$ cat src/design/wbsm_pkg.sv
package wbsm_pkg;

    // Elements the expected-byte words can hold
    localparam int ELEMENT_STORE = 32;
    localparam int MAX_PATTERN_LEN_DEFAULT = 32;

    localparam int BYTE_W = 8;
    localparam int POS_W = 32;
    localparam int CFG_DATA_W = 64;
    localparam int CFG_INDEX_W = 3;
    localparam int LEN_W = 6;
    localparam int VALUE_WORDS = 4;
    localparam int BYTES_PER_WORD = 8;

    localparam logic [3:0] NIBBLE_MASK = 4'hF;

    typedef enum logic [CFG_INDEX_W-1:0] {
        REG_VALUE_WORD_0   = 3'd0,
        REG_VALUE_WORD_1   = 3'd1,
        REG_VALUE_WORD_2   = 3'd2,
        REG_VALUE_WORD_3   = 3'd3,
        REG_NIBBLE_CARE    = 3'd4,
        REG_PATTERN_LENGTH = 3'd5
    } reg_index_t;

    // Per-element compare of one byte against its expected value and care code
    function automatic logic element_hit(
        input logic [BYTE_W-1:0] data_byte,
        input logic [BYTE_W-1:0] expect_byte,
        input logic [1:0]        care_code
    );
        logic [BYTE_W-1:0] care;
        care = {(care_code[1] ? NIBBLE_MASK : 4'h0), (care_code[0] ? NIBBLE_MASK : 4'h0)};
        return ((data_byte ^ expect_byte) & care) == '0;
    endfunction

endpackage

$ cat src/design/wbsm_byte_if.sv
interface wbsm_byte_if;
    logic                          valid;
    logic                          ready;
    logic [wbsm_pkg::BYTE_W-1:0]   byte_value;
    logic                          end_of_chunk;

    modport source (output valid, output byte_value, output end_of_chunk, input ready);
    modport sink   (input valid, input byte_value, input end_of_chunk, output ready);
endinterface

$ cat src/design/wbsm_match_if.sv
interface wbsm_match_if;
    logic                        valid;
    logic                        ready;
    logic [wbsm_pkg::POS_W-1:0]  match_start_position;
    logic [wbsm_pkg::POS_W-1:0]  match_end_position;

    modport source (output valid, output match_start_position, output match_end_position,
                    input ready);
    modport sink   (input valid, input match_start_position, input match_end_position,
                    output ready);
endinterface

$ cat src/design/wbsm_cfg_if.sv
interface wbsm_cfg_if;
    logic                              valid;
    logic                              ready;
    logic [wbsm_pkg::CFG_INDEX_W-1:0]  index;
    logic [wbsm_pkg::CFG_DATA_W-1:0]   data;

    modport source (output valid, output index, output data, input ready);
    modport sink   (input valid, input index, input data, output ready);
endinterface

$ cat src/design/wildcard_byte_signature_matcher_unit.sv
// Wildcard byte signature matcher.
// A match passes the input register and then the output register to match_out.
// Throughput: one byte per cycle unless match_out stalls; prefix_reg feeds back.
// Reset (rst_n low, async): prefix vector and byte position clear, config goes to
// all-zero words with length 1, and no word is held in either stage.
module wildcard_byte_signature_matcher_unit #(
    parameter int MAX_PATTERN_LEN = wbsm_pkg::MAX_PATTERN_LEN_DEFAULT
) (
    input  logic                 clk,
    input  logic                 rst_n,
    wbsm_byte_if.sink            byte_in,
    wbsm_match_if.source         match_out,
    wbsm_cfg_if.sink             cfg
);

    // Usable elements: the parameter, capped by what the value words hold
    localparam int NumElem = (MAX_PATTERN_LEN > wbsm_pkg::ELEMENT_STORE)
                             ? wbsm_pkg::ELEMENT_STORE
                             : ((MAX_PATTERN_LEN < 1) ? 1 : MAX_PATTERN_LEN);
    localparam int LenW = wbsm_pkg::LEN_W;
    localparam int PosW = wbsm_pkg::POS_W;
    localparam logic [LenW-1:0] LenMax = LenW'(NumElem);
    localparam logic [LenW-1:0] LenOne = LenW'(1);

    // ------------------------------------------------------------------
    // Configuration registers; writes always accepted
    // ------------------------------------------------------------------
    logic [wbsm_pkg::CFG_DATA_W-1:0] value_word_reg [wbsm_pkg::VALUE_WORDS];
    logic [wbsm_pkg::CFG_DATA_W-1:0] nibble_care_reg;
    logic [LenW-1:0]                 pattern_length_reg;

    assign cfg.ready = 1'b1;

    always_ff @(posedge clk or negedge rst_n)
    begin
        if (!rst_n)
        begin
            for (int w = 0; w < wbsm_pkg::VALUE_WORDS; w++)
            begin
                value_word_reg[w] <= '0;
            end
            nibble_care_reg    <= '0;
            pattern_length_reg <= LenOne;
        end
        else if (cfg.valid)
        begin
            unique case (cfg.index)
                wbsm_pkg::REG_VALUE_WORD_0:   value_word_reg[0] <= cfg.data;
                wbsm_pkg::REG_VALUE_WORD_1:   value_word_reg[1] <= cfg.data;
                wbsm_pkg::REG_VALUE_WORD_2:   value_word_reg[2] <= cfg.data;
                wbsm_pkg::REG_VALUE_WORD_3:   value_word_reg[3] <= cfg.data;
                wbsm_pkg::REG_NIBBLE_CARE:    nibble_care_reg   <= cfg.data;
                wbsm_pkg::REG_PATTERN_LENGTH: pattern_length_reg <= cfg.data[LenW-1:0];
                default: ;  // unmapped index: ignored
            endcase
        end
    end

    // Effective length: zero reads as one, clamp to the element count
    logic [LenW-1:0] len_eff;
    always_comb
    begin
        if (pattern_length_reg == '0)
            len_eff = LenOne;
        else if (pattern_length_reg > LenMax)
            len_eff = LenMax;
        else
            len_eff = pattern_length_reg;
    end

    // ------------------------------------------------------------------
    // Pipeline control: input register -> match logic -> output register
    // ------------------------------------------------------------------
    logic                         in_valid_reg;
    logic [wbsm_pkg::BYTE_W-1:0]  in_byte_reg;
    logic                         out_valid_reg;
    logic                         out_valid_next;
    logic [PosW-1:0]              out_start_reg;
    logic [PosW-1:0]              out_end_reg;
    logic                         advance;
    logic                         step;

    // Output stage frees up when empty or being drained this cycle
    assign advance      = !out_valid_reg || match_out.ready;
    assign byte_in.ready = !in_valid_reg || advance;
    assign step         = in_valid_reg && advance;

    always_ff @(posedge clk or negedge rst_n)
    begin
        if (!rst_n)
        begin
            in_valid_reg <= 1'b0;
        end
        else if (byte_in.ready)
        begin
            in_valid_reg <= byte_in.valid;
        end
    end

    // end_of_chunk carries no meaning here: matching spans chunk boundaries
    always_ff @(posedge clk)
    begin
        if (byte_in.valid && byte_in.ready)
        begin
            in_byte_reg <= byte_in.byte_value;
        end
    end

    // ------------------------------------------------------------------
    // Bit-parallel match: shift-and of the active prefix vector
    // ------------------------------------------------------------------
    logic [NumElem-1:0] prefix_reg;
    logic [NumElem-1:0] prefix_next;
    logic [NumElem-1:0] hits;
    logic [NumElem-1:0] len_mask;
    logic [NumElem-1:0] last_sel;
    logic [NumElem-1:0] shifted;
    logic [PosW-1:0]    pos_reg;
    logic [PosW-1:0]    match_start;
    logic               match_hit;

    for (genvar i = 0; i < NumElem; i++)
    begin : g_elem
        localparam int Word = i / wbsm_pkg::BYTES_PER_WORD;
        localparam int Lane = i % wbsm_pkg::BYTES_PER_WORD;
        assign hits[i] = wbsm_pkg::element_hit(
            in_byte_reg,
            value_word_reg[Word][Lane*wbsm_pkg::BYTE_W +: wbsm_pkg::BYTE_W],
            nibble_care_reg[2*i +: 2]);
        assign len_mask[i] = (LenW'(i) < len_eff);
        assign last_sel[i] = (LenW'(i + 1) == len_eff);
    end

    if (NumElem > 1)
    begin : g_shift
        assign shifted = {prefix_reg[NumElem-2:0], 1'b1};
    end
    else
    begin : g_noshift
        assign shifted = 1'b1;
    end

    assign prefix_next = shifted & hits & len_mask;
    assign match_hit   = |(prefix_next & last_sel);
    // start = end - (len - 1), modulo 2^32
    assign match_start = pos_reg - PosW'(len_eff) + PosW'(1);

    always_ff @(posedge clk or negedge rst_n)
    begin
        if (!rst_n)
        begin
            prefix_reg <= '0;
            pos_reg    <= '0;
        end
        else if (step)
        begin
            prefix_reg <= prefix_next;
            pos_reg    <= pos_reg + PosW'(1);
        end
    end

    // ------------------------------------------------------------------
    // Output register
    // ------------------------------------------------------------------
    always_comb
    begin
        out_valid_next = out_valid_reg;
        if (advance)
            out_valid_next = step && match_hit;
    end

    always_ff @(posedge clk or negedge rst_n)
    begin
        if (!rst_n)
        begin
            out_valid_reg <= 1'b0;
        end
        else
        begin
            out_valid_reg <= out_valid_next;
        end
    end

    always_ff @(posedge clk)
    begin
        if (step && match_hit)
        begin
            out_start_reg <= match_start;
            out_end_reg   <= pos_reg;
        end
    end

    assign match_out.valid                = out_valid_reg;
    assign match_out.match_start_position = out_start_reg;
    assign match_out.match_end_position   = out_end_reg;

endmodule

$ cat src/flat_wrapper.sv
// flat-port wrapper written by rule: the top's interface ports become plain ports
module wildcard_byte_signature_matcher_unit_flat 
#(
    parameter int MAX_PATTERN_LEN = wbsm_pkg::MAX_PATTERN_LEN_DEFAULT
)
  (clk, rst_n, byte_in_valid, byte_in_byte_value, byte_in_end_of_chunk, byte_in_ready, match_out_valid, match_out_match_start_position, match_out_match_end_position, match_out_ready, cfg_valid, cfg_index, cfg_data, cfg_ready);
  wbsm_byte_if byte_in_i ();
  wbsm_match_if match_out_i ();
  wbsm_cfg_if cfg_i ();
  input  logic clk;
  input  logic rst_n;
  input wire logic [$bits(byte_in_i.valid)-1:0] byte_in_valid;
  input wire logic [$bits(byte_in_i.byte_value)-1:0] byte_in_byte_value;
  input wire logic [$bits(byte_in_i.end_of_chunk)-1:0] byte_in_end_of_chunk;
  output wire logic [$bits(byte_in_i.ready)-1:0] byte_in_ready;
  output wire logic [$bits(match_out_i.valid)-1:0] match_out_valid;
  output wire logic [$bits(match_out_i.match_start_position)-1:0] match_out_match_start_position;
  output wire logic [$bits(match_out_i.match_end_position)-1:0] match_out_match_end_position;
  input wire logic [$bits(match_out_i.ready)-1:0] match_out_ready;
  input wire logic [$bits(cfg_i.valid)-1:0] cfg_valid;
  input wire logic [$bits(cfg_i.index)-1:0] cfg_index;
  input wire logic [$bits(cfg_i.data)-1:0] cfg_data;
  output wire logic [$bits(cfg_i.ready)-1:0] cfg_ready;
  assign byte_in_i.valid = byte_in_valid;
  assign byte_in_i.byte_value = byte_in_byte_value;
  assign byte_in_i.end_of_chunk = byte_in_end_of_chunk;
  assign byte_in_ready = byte_in_i.ready;
  assign match_out_valid = match_out_i.valid;
  assign match_out_match_start_position = match_out_i.match_start_position;
  assign match_out_match_end_position = match_out_i.match_end_position;
  assign match_out_i.ready = match_out_ready;
  assign cfg_i.valid = cfg_valid;
  assign cfg_i.index = cfg_index;
  assign cfg_i.data = cfg_data;
  assign cfg_ready = cfg_i.ready;
  wildcard_byte_signature_matcher_unit #(.MAX_PATTERN_LEN(MAX_PATTERN_LEN)) u_core (.clk(clk), .rst_n(rst_n), .byte_in(byte_in_i), .match_out(match_out_i), .cfg(cfg_i));
endmodule
$ cat config.mk
export PLATFORM = sky130hd
export DESIGN_NAME = wildcard_byte_signature_matcher_unit_flat
export DESIGN_NICKNAME = d
export VERILOG_FILES = /design/src/design/wbsm_pkg.sv /design/src/design/wbsm_byte_if.sv /design/src/design/wbsm_match_if.sv /design/src/design/wbsm_cfg_if.sv /design/src/design/wildcard_byte_signature_matcher_unit.sv /design/src/flat_wrapper.sv
export SDC_FILE = /design/constraint.sdc
export NUM_CORES = 1
export LEC_CHECK = 0
export BUFFER_PORTS_ARGS = -buffer_cell sky130_fd_sc_hd__buf_2
export CORE_MARGIN = 2
export CORE_UTILIZATION = 60
export CTS_CLUSTER_SIZE = 20
export DETAILED_ROUTE_END_ITERATION = 10
export HOLD_SLACK_MARGIN = 0.12
export PLACE_DENSITY_LB_ADDON = 0.2
export SKIP_CTS_REPAIR_TIMING = 1
export SLEW_MARGIN = 10
export SYNTH_ARGS = -nofsm -noshare
export SYNTH_HDL_FRONTEND = slang
export SYNTH_SLANG_ARGS = --single-unit
$ cat constraint.sdc
create_clock -name clk -period 8.8 [get_ports clk]
set_input_delay 0.44 -clock clk [delete_from_list [all_inputs] [get_ports clk]]
set_output_delay 0.44 -clock clk [all_outputs]
set_load 0.02 [all_outputs]
==> summary.md <==
| Metric | Value |
|---|---|
| Status | `finished clean` |
| Synth Area in XOR/XNOR | `0.121` |
| CTS tree | `built` |
| Post-synth EDFFs | `72` |
| Die width | `198 microns` |
| WL per Instance | `22.2 microns` |
| DRT antenna net count | `0` |
| Initial antenna violation count | `0` |
| Count of input and output buffers | `145` |
| CP arrival | `4.75 ns` |
| Cells after Synth | `1760` |
| Congestion Overflow GR | `0` |
| Most frequent cells in the layout | `390 x dfrtp_1, 326 x mux2_2, 262 x xor2_1` |
| Worst slew margin | `0.232` |
| Largest net degree at the start of global routing | `87` |
| Syn nets | `1902` |
| Clock slew seen by the registers of the worst setup and hold paths | `0.06 ns` |
| CORE AREA | `37400 sq um` |
| Worst-Margin Slew | `1.14 ns` |
| GR peak layer | `met2` |
| Wire length of the first global-routing pass | `85200 microns` |
| Hold Crit Class | `primary input to register` |
| Setup WS pre-CTS | `4.27 ns` |
| Via density | `5.91` |
| GR Layer Usage met1 | `0.385` |
| Die height | `198 microns` |
| Total Nets Final | `2041` |
| Most common cell after layout, fill and taps aside | `dfrtp_1` |
| Synth warn | `0` |
| FFs w/ async S/R, synth | `0.844` |
| Sink Count | `463` |
| Area delta synth->final | `12.2%` |
| Vias in the first global route | `14707` |
| Synthesized flop and latch total | `463` |
| Synth Flop Type | `dfrtp_1` |
| Simple-gate share of the synthesized area | `0.0538` |
| Mapped cell area | `22600 sq um` |
| Max Fanout on Critical Path | `64` |
| RePlAce Congestion | `0.939` |
| R2R Path End | `u_core.match_out.match_end_position[30]$_DFFE_PP_` |
| Compound-Gate Fraction of Synth Area | `0.0714` |
| Worst vdd ir | `0.000179 V` |
| PD cells | `237 nW/um^2` |
| R2r worst-path depth | `10` |
| Slew Limit Fails | `0` |
| Clock Root Buffer | `clkbuf_16` |
| Critical Path End | `u_core.match_out.match_end_position[30]$_DFFE_PP_` |
| Fin crit share | `0.516` |
| Htree depth | `2` |
| Max reg flops | `256` |
| Final wirelength | `54300 microns` |
| GRT Util Overall | `0.287` |
| Die area | `39200 sq um` |
| Max-cap violations | `0` |
| CP required | `9.01 ns` |
| Fmax | `220 MHz` |
| DR iter-0 viols | `841` |
| DP Wirelength | `36400 microns` |
| Setup TNS Final | `0 ns` |
| Final setup fails | `0` |
| Mux contribution to synthesized area | `0.164` |
| Distinct cell type count after synthesis | `75` |
| Vias | `14467` |
| Reg2Reg Setup Slack | `4.26 ns` |
| Crit path time final | `4.54 ns` |
| Row Count | `71` |
| Post-Syn Area per Cell | `12.8 sq um` |
| Clock skew | `0.0155 ns` |
| Adder-cell share of the synthesized area | `0.0341` |
| Worst reg2reg path startpoint | `u_core.in_byte_reg[5]$_DFFE_PP_` |
| Worst setup SP type | `register` |
| Global-route track usage on met3 | `0.0322` |
| Largest family of logic cells by synthesized area | `multiplexers` |
| Lkg Pwr | `10.9 nW` |
| Critical path endpoint category | `register` |
| Share of cells above drive strength 1 | `0.299` |
| Clk buf depth | `3` |
| Setup CP Type | `register to register` |
| Fin. Hold Viols | `0` |
| Starting Density | `0.604` |
| Met2 Usage GRT | `0.489` |
| RSZ-0062 raised after global routing | `false` |
| Boundary Pins | `148` |
| Detailed-route DRC error count | `0` |
| Initial DRT Pass Iterations | `5` |
| CTS buffer count | `47` |
| Clock Latency Late Sink | `0.59 ns` |
| Worst setup startpoint | `u_core.in_byte_reg[5]$_DFFE_PP_` |
| Fin worst setup slack | `4.26 ns` |
| Register area share after synthesis | `0.529` |
[power breakdown]
group          switching [mW]  internal [mW]  leakage (nW)  total [mW]
combinational           0.624          0.581          4.79        1.20
sequential              0.288           2.57          5.37        2.85
clock                   0.822           1.13         0.731        1.95
[synth_stat cells, drive strengths merged, types with 20 or more instances]
| master | number | share of area |
|---|---|---|
| inv | 51 | 0.0085 |
| nor2 | 38 | 0.0064 |
| nand4 | 28 | 0.0078 |
| mux2 | 326 | 0.16 |
| o21ai | 44 | 0.0099 |
| clkbuf | 47 | 0.0078 |
| dfrtp | 390 | 0.43 |
| a21oi | 31 | 0.0069 |
| ha | 60 | 0.033 |
| nand2 | 74 | 0.012 |
| xnor2 | 49 | 0.019 |
| nor3 | 20 | 0.0044 |
| xor2 | 262 | 0.10 |
| buf | 39 | 0.011 |
| edfxtp | 72 | 0.096 |
| o41ai | 65 | 0.025 |
| nand3 | 26 | 0.0058 |
[worst min path at each step]
stage | startpoint | end | slack [ns] | depth (start not counted)
after global routing | byte_in_valid | u_core.in_valid_reg$_DFFE_PN0N_ | 0.13 | 2
after CTS | rst_n | u_core.value_word_reg[117]$_DFFE_PN0P_ | -0.13 | 1
after floorplan | rst_n | u_core.in_valid_reg$_DFFE_PN0N_ | 0.14 | 0
after global placement | u_core.prefix_reg[3]$_DFFE_PN0P_ | u_core.prefix_reg[3]$_DFFE_PN0P_ | 0.45 | 2
final | byte_in_valid | u_core.in_valid_reg$_DFFE_PN0N_ | 0.12 | 2
after detailed placement | u_core.prefix_reg[11]$_DFFE_PN0P_ | u_core.prefix_reg[11]$_DFFE_PN0P_ | 0.46 | 2
[stage by stage]
step / total power, mW / area (sq um) / instances / utilization / hold slack (ns)
2_1_floorplan: 3.69 / 22600 / 1760 / - / 0.144
6_report: 6.01 / 25300 / 2449 / 0.677 / 0.118
4_1_cts: 6.05 / 25200 / 2436 / 0.675 / -0.132
3_3_place_gp: 4.03 / 23700 / 2352 / 0.635 / 0.453
3_5_place_dp: 4.09 / 23700 / 2352 / 0.635 / 0.461
5_1_grt: 6.29 / 25300 / 2445 / 0.677 / 0.132
[worst max-delay path, stage by stage (launching register included)]
cell and delay (ns):
edfxtp_1 1.00, buf_4 0.53, xor2_1 0.14, o41ai_1 0.72
nand4_1 0.28, o22ai_1 0.28, a32oi_1 0.13, o32ai_1 0.16
nor3_1 0.17, nor2_4 0.10, buf_4 0.59
[metal layers]
layer | wire [microns] | part of all wire
met5 | 0 | 0
met3 | 2210 | 0.041
met2 | 26800 | 0.49
met1 | 23700 | 0.44
met4 | 1620 | 0.030
[kinds of logic (layout without fill, tap and decap cells)]
family / after synthesis / in the layout
AO/OA/AOI/OAI: 219 / 219
XOR/XNOR: 311 / 311
adder cells (fa/ha/maj): 61 / 61
buffers and inverters: 137 / 311
flip-flops: 463 / 463
multiplexers: 329 / 329
other: 1 / 5
AND/OR/NAND/NOR: 239 / 239
[layout make-up]
type	instances	area, sq um
fill	2760	12100
inverter	51	191
multi-input combinational	1160	10100
timing repair buffer	176	991
tap	511	639
antenna	4	10.0
clock inverter	6	73.8
clock buffer	78	1420
sequential	463	11900
No activity file was read; power rests on OpenSTA's default activity.
